## src/rtl/spp_pkg.sv

```systemverilog
// ----------------------------------------------------------------------------
// spp_pkg: shared types, constants and a function for the six-button pad select logic
// Holds the opcode codes, the per-pad state entry and the port read decoder.
// ----------------------------------------------------------------------------
package spp_pkg;

    localparam int PADS_DFLT       = 8;
    localparam int IDLE_LIMIT_DFLT = 25;
    localparam int PAD_IDX_W       = 3;
    localparam int MASK_W          = 8;
    localparam int WDATA_W         = 8;
    localparam int BTN_W           = 12;
    localparam int RDATA_W         = 7;
    localparam int EDGE_W          = 2;
    localparam int IDLE_W          = 5;
    localparam int TH_BIT          = 6;

    localparam logic [1:0] OP_WRITE = 2'd0;
    localparam logic [1:0] OP_READ  = 2'd1;
    localparam logic [1:0] OP_TICK  = 2'd2;

    localparam int BTN_UP    = 0;
    localparam int BTN_DOWN  = 1;
    localparam int BTN_LEFT  = 2;
    localparam int BTN_RIGHT = 3;
    localparam int BTN_A     = 4;
    localparam int BTN_B     = 5;
    localparam int BTN_C     = 6;
    localparam int BTN_START = 7;
    localparam int BTN_X     = 8;
    localparam int BTN_Y     = 9;
    localparam int BTN_Z     = 10;
    localparam int BTN_MODE  = 11;

    localparam logic [RDATA_W-1:0] RD_IDLE = 7'h7F;

    typedef struct packed {
        logic              th;
        logic [EDGE_W-1:0] edge_cnt;
        logic [IDLE_W-1:0] idle;
    } t_entry;

    localparam int     ENTRY_W   = $bits(t_entry);
    localparam t_entry ENTRY_RST = '{th: 1'b1, edge_cnt: '0, idle: '0};

    function automatic logic [RDATA_W-1:0] pad_read(
        input logic              th,
        input logic [EDGE_W-1:0] edge_cnt,
        input logic              six,
        input logic [BTN_W-1:0]  btns
    );
        logic [2:0]         phase;
        logic [BTN_W-1:0]   n;
        logic [RDATA_W-1:0] v;
        phase = {(six ? edge_cnt : 2'b00), th};
        n     = ~btns;
        case (phase)
            3'd0, 3'd2: v = {1'b0, n[BTN_START], n[BTN_A], 2'b00, n[BTN_DOWN], n[BTN_UP]};
            3'd4:       v = {1'b0, n[BTN_START], n[BTN_A], 4'b0000};
            3'd6:       v = {1'b0, n[BTN_START], n[BTN_A], 4'b1111};
            3'd7:       v = {1'b1, n[BTN_C], n[BTN_B], n[BTN_MODE], n[BTN_X], n[BTN_Y],
                             n[BTN_Z]};
            default:    v = {1'b1, n[BTN_C], n[BTN_B], n[BTN_RIGHT], n[BTN_LEFT],
                             n[BTN_DOWN], n[BTN_UP]};
        endcase
        return v;
    endfunction

endpackage

```

## src/rtl/spp_in_if.sv

```systemverilog
// ----------------------------------------------------------------------------
// spp_in_if: pad access channel
// Carries one port access or frame tick per transaction.
// ----------------------------------------------------------------------------
interface spp_in_if;
    import spp_pkg::*;

    logic                 valid;
    logic                 ready;
    logic [1:0]           opcode;
    logic [PAD_IDX_W-1:0] pad_index;
    logic [WDATA_W-1:0]   write_data;
    logic [BTN_W-1:0]     buttons;

    modport source (output valid, opcode, pad_index, write_data, buttons, input ready);
    modport sink   (input valid, opcode, pad_index, write_data, buttons, output ready);
endinterface

```

## src/rtl/spp_out_if.sv

```systemverilog
// ----------------------------------------------------------------------------
// spp_out_if: port read result channel
// Carries the seven active-low port bits of one read per transaction.
// ----------------------------------------------------------------------------
interface spp_out_if;
    import spp_pkg::*;

    logic               valid;
    logic               ready;
    logic [RDATA_W-1:0] read_data;

    modport source (output valid, read_data, input ready);
    modport sink   (input valid, read_data, output ready);
endinterface

```

## src/rtl/spp_ram.sv

```systemverilog
// ----------------------------------------------------------------------------
// spp_ram: generic single-write, single-read RAM
// Registered read data, held while the read enable is low.
// ----------------------------------------------------------------------------
module spp_ram #(
    parameter int WIDTH = 8,
    parameter int DEPTH = 8,
    localparam int AW = (DEPTH > 1) ? $clog2(DEPTH) : 1
) (
    input  logic             i_clk,
    input  logic             i_we,
    input  logic [AW-1:0]    i_waddr,
    input  logic [WIDTH-1:0] i_wdata,
    input  logic             i_re,
    input  logic [AW-1:0]    i_raddr,
    output logic [WIDTH-1:0] o_rdata
);
    logic [WIDTH-1:0] r_mem [DEPTH];
    logic [WIDTH-1:0] r_rdata;

    always_ff @(posedge i_clk) begin
        if (i_we) begin
            r_mem[i_waddr] <= i_wdata;
        end
        if (i_re) begin
            r_rdata <= r_mem[i_raddr];
        end
    end

    assign o_rdata = r_rdata;
endmodule

```

## src/rtl/six_button_pad_protocol_top.sv

```systemverilog
// ----------------------------------------------------------------------------
// six_button_pad_protocol_top: six-button pad select-line multiplexer
// A read result is registered once its stage entry fires. Throughput: 1 transaction
// per cycle unless stalled; the state RAM read-modify-write is forwarded.
// A read held back by a full, stalled output register blocks new transactions.
// Reset: synchronous, active low; all pads return to TH high, counts zero,
// through per-pad valid bits; the mask clears to three-button pads.
// ----------------------------------------------------------------------------
module six_button_pad_protocol_top #(
    parameter int NUM_PADS   = spp_pkg::PADS_DFLT,
    parameter int IDLE_LIMIT = spp_pkg::IDLE_LIMIT_DFLT
) (
    input  logic                       i_clk,
    input  logic                       i_rst_n,
    input  logic                       i_cfg_we,
    input  logic [spp_pkg::MASK_W-1:0] i_cfg_wdata,
    spp_in_if.sink                     i_in,
    spp_out_if.source                  o_out
);
    import spp_pkg::*;

    localparam int AW = (NUM_PADS > 1) ? $clog2(NUM_PADS) : 1;

    logic [MASK_W-1:0]    r_mask;
    logic [NUM_PADS-1:0]  r_vld;

    logic                 r_s1_valid;
    logic [1:0]           r_s1_op;
    logic                 r_s1_inrange;
    logic                 r_s1_six;
    logic                 r_s1_th;
    logic [BTN_W-1:0]     r_s1_btns;
    logic [AW-1:0]        r_s1_addr;
    logic                 r_s1_hit;
    logic                 r_fwd;
    t_entry               r_fwd_data;

    logic                 r_out_valid;
    logic [RDATA_W-1:0]   r_out_data;

    logic                 in_accept;
    logic                 in_inrange;
    logic [AW-1:0]        in_addr;
    logic [ENTRY_W-1:0]   ram_rdata;
    t_entry               cur;
    t_entry               n_entry;
    logic                 s1_is_read;
    logic                 s1_fire;
    logic                 s1_we;

    assign in_inrange = ({1'b0, i_in.pad_index} < (PAD_IDX_W + 1)'(NUM_PADS));
    assign in_addr    = i_in.pad_index[AW-1:0];
    assign in_accept  = i_in.valid && i_in.ready;

    spp_ram #(
        .WIDTH (ENTRY_W),
        .DEPTH (NUM_PADS)
    ) u_state_ram (
        .i_clk   (i_clk),
        .i_we    (s1_we),
        .i_waddr (r_s1_addr),
        .i_wdata (n_entry),
        .i_re    (in_accept && in_inrange),
        .i_raddr (in_addr),
        .o_rdata (ram_rdata)
    );

    assign cur        = r_fwd ? r_fwd_data : (r_s1_hit ? t_entry'(ram_rdata) : ENTRY_RST);
    assign s1_is_read = (r_s1_op == OP_READ);
    assign s1_fire    = r_s1_valid && (!s1_is_read || !r_out_valid || o_out.ready);
    assign s1_we      = s1_fire && r_s1_inrange &&
                        ((r_s1_op == OP_WRITE) || ((r_s1_op == OP_TICK) && r_s1_six));
    assign i_in.ready = !r_s1_valid || s1_fire;

    always_comb begin
        n_entry = cur;
        case (r_s1_op)
            OP_WRITE: begin
                if (r_s1_six && !cur.th && r_s1_th) begin
                    n_entry.edge_cnt = cur.edge_cnt + 1'b1;
                    n_entry.idle     = '0;
                end
                n_entry.th = r_s1_th;
            end
            OP_TICK: begin
                if (cur.idle > IDLE_W'(IDLE_LIMIT)) begin
                    n_entry.idle     = '0;
                    n_entry.edge_cnt = '0;
                end else begin
                    n_entry.idle = cur.idle + 1'b1;
                end
            end
            default: n_entry = cur;
        endcase
    end

    always_ff @(posedge i_clk) begin
        if (!i_rst_n) begin
            r_mask      <= '0;
            r_vld       <= '0;
            r_s1_valid  <= 1'b0;
            r_fwd       <= 1'b0;
            r_out_valid <= 1'b0;
        end else begin
            if (i_cfg_we) begin
                r_mask <= i_cfg_wdata;
            end
            if (s1_we) begin
                r_vld[r_s1_addr] <= 1'b1;
            end
            if (in_accept) begin
                r_s1_valid <= 1'b1;
                r_fwd      <= s1_we && in_inrange && (in_addr == r_s1_addr);
            end else if (s1_fire) begin
                r_s1_valid <= 1'b0;
                r_fwd      <= 1'b0;
            end
            if (s1_fire && s1_is_read) begin
                r_out_valid <= 1'b1;
            end else if (o_out.ready) begin
                r_out_valid <= 1'b0;
            end
        end
    end

    always_ff @(posedge i_clk) begin
        if (in_accept) begin
            r_s1_op      <= i_in.opcode;
            r_s1_inrange <= in_inrange;
            r_s1_six     <= in_inrange && r_mask[i_in.pad_index];
            r_s1_th      <= i_in.write_data[TH_BIT];
            r_s1_btns    <= i_in.buttons;
            r_s1_addr    <= in_addr;
            r_s1_hit     <= in_inrange && r_vld[in_addr];
            r_fwd_data   <= n_entry;
        end
        if (s1_fire && s1_is_read) begin
            r_out_data <= r_s1_inrange ?
                          pad_read(cur.th, cur.edge_cnt, r_s1_six, r_s1_btns) : RD_IDLE;
        end
    end

    assign o_out.valid     = r_out_valid;
    assign o_out.read_data = r_out_data;

    a_fwd_only_busy: assert property (@(posedge i_clk) disable iff (!i_rst_n)
        r_fwd |-> r_s1_valid)
        else $error("forwarding flag set with empty stage");

    a_we_in_range: assert property (@(posedge i_clk) disable iff (!i_rst_n)
        s1_we |-> ({1'b0, r_s1_addr} < (AW + 1)'(NUM_PADS)))
        else $error("state write outside pad range");

    a_oor_read: assert property (@(posedge i_clk) disable iff (!i_rst_n)
        (s1_fire && s1_is_read && !r_s1_inrange) |=> (r_out_data == RD_IDLE))
        else $error("out-of-range read did not return idle pattern");

    a_out_from_read: assert property (@(posedge i_clk) disable iff (!i_rst_n)
        $rose(r_out_valid) |-> $past(s1_fire && s1_is_read))
        else $error("result raised without a read transaction");
endmodule
```

## src/flat_wrapper.sv

```systemverilog
// flat-port wrapper written by rule: the top's interface ports become plain ports
module six_button_pad_protocol_top_flat import spp_pkg::*;
#(
    parameter int NUM_PADS   = spp_pkg::PADS_DFLT,
    parameter int IDLE_LIMIT = spp_pkg::IDLE_LIMIT_DFLT
)
  (i_clk, i_rst_n, i_cfg_we, i_cfg_wdata, i_in_valid, i_in_opcode, i_in_pad_index, i_in_write_data, i_in_buttons, i_in_ready, o_out_valid, o_out_read_data, o_out_ready);
  spp_in_if i_in_i ();
  spp_out_if o_out_i ();
  input  logic i_clk;
  input  logic i_rst_n;
  input  logic i_cfg_we;
  input  logic [spp_pkg::MASK_W-1:0] i_cfg_wdata;
  input wire logic [$bits(i_in_i.valid)-1:0] i_in_valid;
  input wire logic [$bits(i_in_i.opcode)-1:0] i_in_opcode;
  input wire logic [$bits(i_in_i.pad_index)-1:0] i_in_pad_index;
  input wire logic [$bits(i_in_i.write_data)-1:0] i_in_write_data;
  input wire logic [$bits(i_in_i.buttons)-1:0] i_in_buttons;
  output wire logic [$bits(i_in_i.ready)-1:0] i_in_ready;
  output wire logic [$bits(o_out_i.valid)-1:0] o_out_valid;
  output wire logic [$bits(o_out_i.read_data)-1:0] o_out_read_data;
  input wire logic [$bits(o_out_i.ready)-1:0] o_out_ready;
  assign i_in_i.valid = i_in_valid;
  assign i_in_i.opcode = i_in_opcode;
  assign i_in_i.pad_index = i_in_pad_index;
  assign i_in_i.write_data = i_in_write_data;
  assign i_in_i.buttons = i_in_buttons;
  assign i_in_ready = i_in_i.ready;
  assign o_out_valid = o_out_i.valid;
  assign o_out_read_data = o_out_i.read_data;
  assign o_out_i.ready = o_out_ready;
  six_button_pad_protocol_top #(.NUM_PADS(NUM_PADS), .IDLE_LIMIT(IDLE_LIMIT)) u_core (.i_clk(i_clk), .i_rst_n(i_rst_n), .i_cfg_we(i_cfg_we), .i_cfg_wdata(i_cfg_wdata), .i_in(i_in_i), .o_out(o_out_i));
endmodule
```

## config.mk

```make
export PLATFORM = sky130hd
export DESIGN_NAME = six_button_pad_protocol_top_flat
export DESIGN_NICKNAME = d
export VERILOG_FILES = /design/src/rtl/spp_pkg.sv /design/src/rtl/spp_in_if.sv /design/src/rtl/spp_out_if.sv /design/src/rtl/spp_ram.sv /design/src/rtl/six_button_pad_protocol_top.sv /design/src/flat_wrapper.sv
export SDC_FILE = /design/constraint.sdc
export NUM_CORES = 1
export LEC_CHECK = 0
export BUFFER_PORTS_ARGS = -buffer_cell sky130_fd_sc_hd__buf_4
export CAP_MARGIN = 20
export CORE_MARGIN = 4
export CORE_UTILIZATION = 45
export CTS_CLUSTER_DIAMETER = 120
export DETAILED_ROUTE_END_ITERATION = 16
export GPL_ROUTABILITY_DRIVEN = 1
export PLACE_DENSITY = 0.67
export SLEW_MARGIN = 20
export SYNTH_ARGS = -nofsm -noshare
export SYNTH_HDL_FRONTEND = slang
export SYNTH_SLANG_ARGS = --single-unit
```

## constraint.sdc

```tcl
create_clock -name i_clk -period 2.7 [get_ports i_clk]
set_input_delay 0.675 -clock i_clk [delete_from_list [all_inputs] [get_ports i_clk]]
set_output_delay 0.675 -clock i_clk [all_outputs]
set_load 0.01 [all_outputs]
```

==> flow_metrics.tcl, run 1 <==
set metrics [dict create \
    path_buf_inv 1 \
    postRouteAntennaNets 0 \
    pre_cts_ws_ps 322 \
    setup_ws_ps 281 \
    syn_inst 306 \
    cp-end-kind "flop" \
    seq_area_frac_synth 0.690 \
    rows 39 \
    worstPathRequired_ps 2860 \
    cpPeakStageDelay_ps 540 \
    worst_pin_slew_ps 1020 \
    cts.repair.resized 0 \
    insertion_delay_ps 410 \
    cts_buffers 17 \
    critPathKind "reg -> reg" \
    crit_chain "and2b_4 -> a22oi_1 -> inv_1 -> ha_1 -> or4_1 -> o211a_1 -> o22ai_2" \
    synth_edf_count 107 \
    die_y_um 116 \
    die_w_um 116 \
    path_delay_family "simple AND/OR/NAND/NOR gates" \
    rsz0062_at_grt "no" \
    ir_drop_v 0.000537 \
    h-tree-depth 4 \
    multi_input_comb_area_um2 1530 \
    ioPinCount 47 \
    wl_um 9680 \
    path_clk_slew_ps 60 \
    cts_sinks 126 \
    cts.path.max_buffers 2 \
    core_um2 11400 \
    finalNetCount 410 \
    cts_setup_buffers 0 \
    dieArea_um2 13400 \
    antenna_found_initial 0 \
    async_flop_share 0 \
    antenna_cells 0 \
    synthesis.area_um2 5210 \
    max-slew-margin-rel 0.310 \
    skew_ps 4.79 \
    critPathSlowestCell "or4_1" \
    status "finished, final reports clean" \
    yosys.area.top_type "edfxtp_1" \
    synth-seq-cells 126 \
    cts_tree "done" \
    synth_ff_type "edfxtp_1" \
    grtUsageTotal 0.154 \
    synth_area_leaders "edfxtp_1 62%, mux4_2 8.7%, dfxtp_1 7.3%" \
    layout_min_cycle_time_ps 2420 \
    final_util 0.557 \
    grt_pass1_vias 2940 \
    viasPerCell 5.34 \
    dp_cells 494 \
    layout-drive-gt1-share 0.337 \
    grt_overflow 0 \
    register_area_um2 3590 \
    wl_per_cell_um 18.4 \
    startpoint_type "flop" \
    critical_path_peak_fanout 9 \
    hold_violations 0 \
    arrival_ps 2580 \
    setup_violations 0 \
    grt_pass1_wl_um 15200 \
    vias 2810 \
    synth_common_cells "107 x edfxtp_1, 20 x mux4_2, 19 x dfxtp_1, 16 x nand2_1, 12 x mux2i_1" \
    cts_hold_buf 0 \
    portBuffers 39 \
    dp_hpwl_um 6290 \
    drtIter0Drc 181 \
    powerDensity_nw_per_um2 724 \
    synth_nets 346 \
    max_freq_mhz 413 \
    root_buffer "clkbuf_16" \
    gp_congestion 0.738 \
    nFillCells 875 \
    layout.cells.non_filler 526 \
    fin_tns_setup_ps 0 \
    synth_cell_types 61 \
    hold_path_class "in -> reg" \
    cap_violations 0 \
    area_delta_synth_final_pct 21.5 \
    drc_errors 0 \
    start_util 0.458 \
    leakage_uw 0.00226 \
    yosys_warnings 0 \
    yosysTopAreaCellShare 0.617 \
    grt_max_degree 25 \
    min_period_over_period 0.896 \
    slew_viol_final 0 \
    synth.most_common_cell "edfxtp_1" \
    drt-pass1-iter-count 5 \
    synth_area_per_cell_um2 17.0 \
]
[area by class of cell]
type | instances | area share
sequential | 126 | 0.568
multi-input combinational | 161 | 0.241
tap | 143 | 0.0283
inverter | 8 | 0.00475
timing repair buffer | 56 | 0.0684
clock inverter | 15 | 0.0221
clock buffer | 17 | 0.0672
[layer usage]
layer / track usage / vias up / wire [µm]
met4: 0.0493 / 0 / 86
met1: 0.192 / 1400 / 4220
li1: - / 1345 / -
met5: 0 / - / 0
met3: 0.0527 / 11 / 483
met2: 0.253 / 54 / 4890
[flip-flops by register name, indices dropped and copies added, names as in the netlist]
| signal | count |
|---|---|
| u_core.r_s1_valid | 1 |
| u_core.u_state_ram.o_rdata | 8 |
| u_core.o_out.read_data | 7 |
| u_core.o_out.valid | 1 |
| u_core.u_state_ram.r_mem | 64 |
| u_core.r_vld | 8 |
| u_core.r_mask | 8 |
| u_core.r_fwd | 1 |
| u_core.r_s1_btns | 12 |
| u_core.r_s1_hit | 1 |
| u_core.r_s1_op | 2 |
| u_core.r_fwd_data | 8 |
| u_core.r_s1_th | 1 |
| u_core.r_s1_addr | 3 |
| u_core.r_s1_six | 1 |
[worst reg2reg max path, cell delays in order, from the launching register on]
cell	delay [ps]
edfxtp_1	390
and2b_4	210
a22oi_1	220
inv_1	70
ha_1	230
or4_1	540
o211a_1	150
o22ai_2	370
[logic make-up after synthesis]
group | count (synthesis) | synth area share
compound gates | 43 | 0.0692
xor+xnor | 5 | 0.00841
fa+ha+maj | 2 | 0.00481
buf+inv | 19 | 0.0166
flops | 126 | 0.690
mux | 42 | 0.131
simple gates | 69 | 0.0796
[path summary, 6_finish.rpt]
check,startpoint,end,slack (ps),depth (start not counted)
max,u_core.r_s1_hit,u_core.r_fwd_data[2],280,7
min,i_in_buttons[5],u_core.r_s1_btns[5],440,1
max reg2reg,u_core.r_s1_hit,u_core.r_fwd_data[2],280,7
min reg2reg,u_core.r_vld[2],u_core.r_vld[2],460,1
[metrics by stage]
step | instance area [µm²] | power, µW | hold WS, ps
floorplan | 5210 | 2390 | 435
global placement | 5760 | 2480 | 442
detailed placement | 5760 | 2490 | 453
CTS | 6330 | 4630 | 422
global route | 6330 | 4760 | 416
finish | 6330 | 4580 | 441
[cells in the final DEF (no fill, tap or decap), drive strengths merged, types with 4 or more instances in the layout]
| cell | instances |
|---|---|
| o21a | 11 |
| nand2b | 4 |
| clkbuf | 17 |
| clkinv | 7 |
| edfxtp | 107 |
| mux2 | 10 |
| buf | 56 |
| nor2 | 9 |
| mux4 | 20 |
| dfxtp | 19 |
| nand3b | 4 |
| o21ai | 5 |
| nor2b | 8 |
| nand2 | 17 |
| mux2i | 12 |
| inv | 12 |
| nor3 | 4 |
[where the power goes]
group	total (µW)	switching, µW	internal [µW]
Clock	2130	856	1280
Combinational	248	125	123
Sequential	2200	27.8	2170
Total	4580	1010	3570
Power figures use the tool's default switching activity.
==> inputs of run 2 (changes only) <==
==> constraint.sdc (replaced) <==
create_clock -name i_clk -period 2.7 [get_ports i_clk]
set_input_delay 0 -clock i_clk [delete_from_list [all_inputs] [get_ports i_clk]]
set_output_delay 0 -clock i_clk [all_outputs]
set_load 0.01 [all_outputs]
==> run 2 against run 1 <==
  * Sequential share of layout area fell by 3.8 points
  * Utilization is 4.0 points higher
  * Wire length up 10%
  * Die area unchanged
  * Flip-flop and latch count unchanged
  * Global-route usage grew 2.1 points
  * Hold slack worse by 410 ps
  * Sequential power is essentially flat
  * Non-clock buffer count up 48
  * First-iteration DRC count is 9.4% higher
  * Clock power about the same
  * Largest cell class unchanged
  * Highest routed layer unchanged
==> flow_metrics.tcl, run 2 (synthesized netlist as in run 1, its figures left out) <==
set metrics [dict create \
    final_common_cell "edfxtp_1" \
    hold_depth 1 \
    rsz0062_at_grt "no" \
    vias 3060 \
    cpPeakStageDelay_ps 530 \
    path_delay_family "compound AO/OA/AOI/OAI gates" \
    fin_tns_setup_ps 0 \
    largest-register "u_core.u_state_ram.r_mem" \
    drtIter0Drc 198 \
    grt_pass1_wl_um 17200 \
    critPathKind "reg -> reg" \
    antenna_found_initial 0 \
    antenna_cells 0 \
    hold_path_class "in -> reg" \
    top_regs "u_core.u_state_ram.r_mem x64, u_core.r_s1_btns x12" \
    crit_cells 7 \
    root_buffer "clkbuf_16" \
    portBuffers 39 \
    die_y_um 116 \
    critical_path_peak_fanout 9 \
    dp_hpwl_um 6600 \
    wl_um 10700 \
    ir_drop_v 0.000451 \
    start_util 0.458 \
    cts_buffers 17 \
    setup_ws_ps 279 \
    layout.cells.non_filler 574 \
    gp_congestion 0.753 \
    final_cell_mix "107 x edfxtp_1, 60 x buf_4, 44 x dlygate4sd3_1, 20 x mux4_2, 19 x dfxtp_1" \
    grtUsageTotal 0.175 \
    wl_per_cell_um 18.6 \
    die_w_um 116 \
    nFillCells 824 \
    area_delta_synth_final_pct 30.4 \
    drc_errors 0 \
    cts_setup_buffers 0 \
    leakage_uw 0.00247 \
    status "finished, final reports clean" \
    drt-pass1-iter-count 4 \
    insertion_delay_ps 400 \
    cts.repair.resized 0 \
    postRouteAntennaNets 0 \
    reg2reg_slack_ps 280 \
    cp-end-kind "flop" \
    grt_overflow 0 \
    powerDensity_nw_per_um2 683 \
    path_clk_slew_ps 60 \
    cts.path.max_buffers 2 \
    cts_hold_buf 44 \
    critPathSlowestCell "or4_1" \
    setup_violations 0 \
    grt_pass1_vias 3293 \
    max_freq_mhz 413 \
    rows 39 \
    dp_cells 498 \
    dieArea_um2 13400 \
    crit_chain "and2b_4 -> a22oi_1 -> inv_1 -> ha_1 -> or4_1 -> o211a_1 -> o22ai_2" \
    cap_violations 0 \
    worstPathRequired_ps 2860 \
    worstRegToRegCells 7 \
    layout-drive-gt1-share 0.311 \
    worst_pin_slew_ps 874 \
    ioPinCount 47 \
    pre_cts_ws_ps 296 \
    cts_tree "done" \
    largest_reg_flops 64 \
    startpoint_type "flop" \
    arrival_ps 2580 \
    h-tree-depth 4 \
    grt_max_degree 25 \
    layout_min_cycle_time_ps 2420 \
    hold_violations 0 \
    min_period_over_period 0.897 \
    viasPerCell 5.33 \
    skew_ps 12.1 \
    slew_viol_final 0 \
    core_um2 11400 \
    path_buf_inv 1 \
    cts_sinks 126 \
    max-slew-margin-rel 0.417 \
    finalNetCount 458 \
]
## run 2: stage by stage
| stage | hold WS, ps | instance area (µm²) | utilization | total power [µW] |
|---|---|---|---|---|
| after floorplan | 98.9 | 5210 | - | 2390 |
| after global placement | 179 | 5780 | 0.508 | 2490 |
| after detailed placement | 180 | 5780 | 0.508 | 2490 |
| after CTS | 26.2 | 6790 | 0.597 | 4670 |
| after global routing | 21.0 | 6790 | 0.597 | 4810 |
| final | 29.4 | 6790 | 0.597 | 4630 |
## run 2: path summary, 6_finish.rpt
| check | from | endpoint |
|---|---|---|
| hold reg to reg | u_core.r_vld[4] | u_core.r_vld[4] |
| setup / recovery | u_core.r_s1_hit | u_core.r_fwd_data[2] |
| setup reg to reg | u_core.r_s1_hit | u_core.r_fwd_data[2] |
| hold / removal | i_in_pad_index[1] | u_core.r_s1_addr[1] |
## run 2: report_power, final
group | leakage (µW) | total (µW) | switching (µW) | internal (µW)
Combinational | 0.00104 | 309 | 139 | 170
Clock | 0.000269 | 2120 | 806 | 1320
Sequential | 0.00116 | 2200 | 29.0 | 2180
## run 2: final cells by class
cell class	instances	area [µm²]	area share
clock buffers	20	457	0.0673
clock inverters	12	110	0.0162
inverters	8	30.0	0.00442
multi-input cells	161	1530	0.225
flip-flops and latches	126	3590	0.529
well taps	143	179	0.0264
repair buffers	104	891	0.131
## run 2: layer usage
layer	routed length (µm)	global-route usage
met4	183	0.0649
met1	4280	0.207
met2	5760	0.309
met5	0	0
met3	467	0.0439
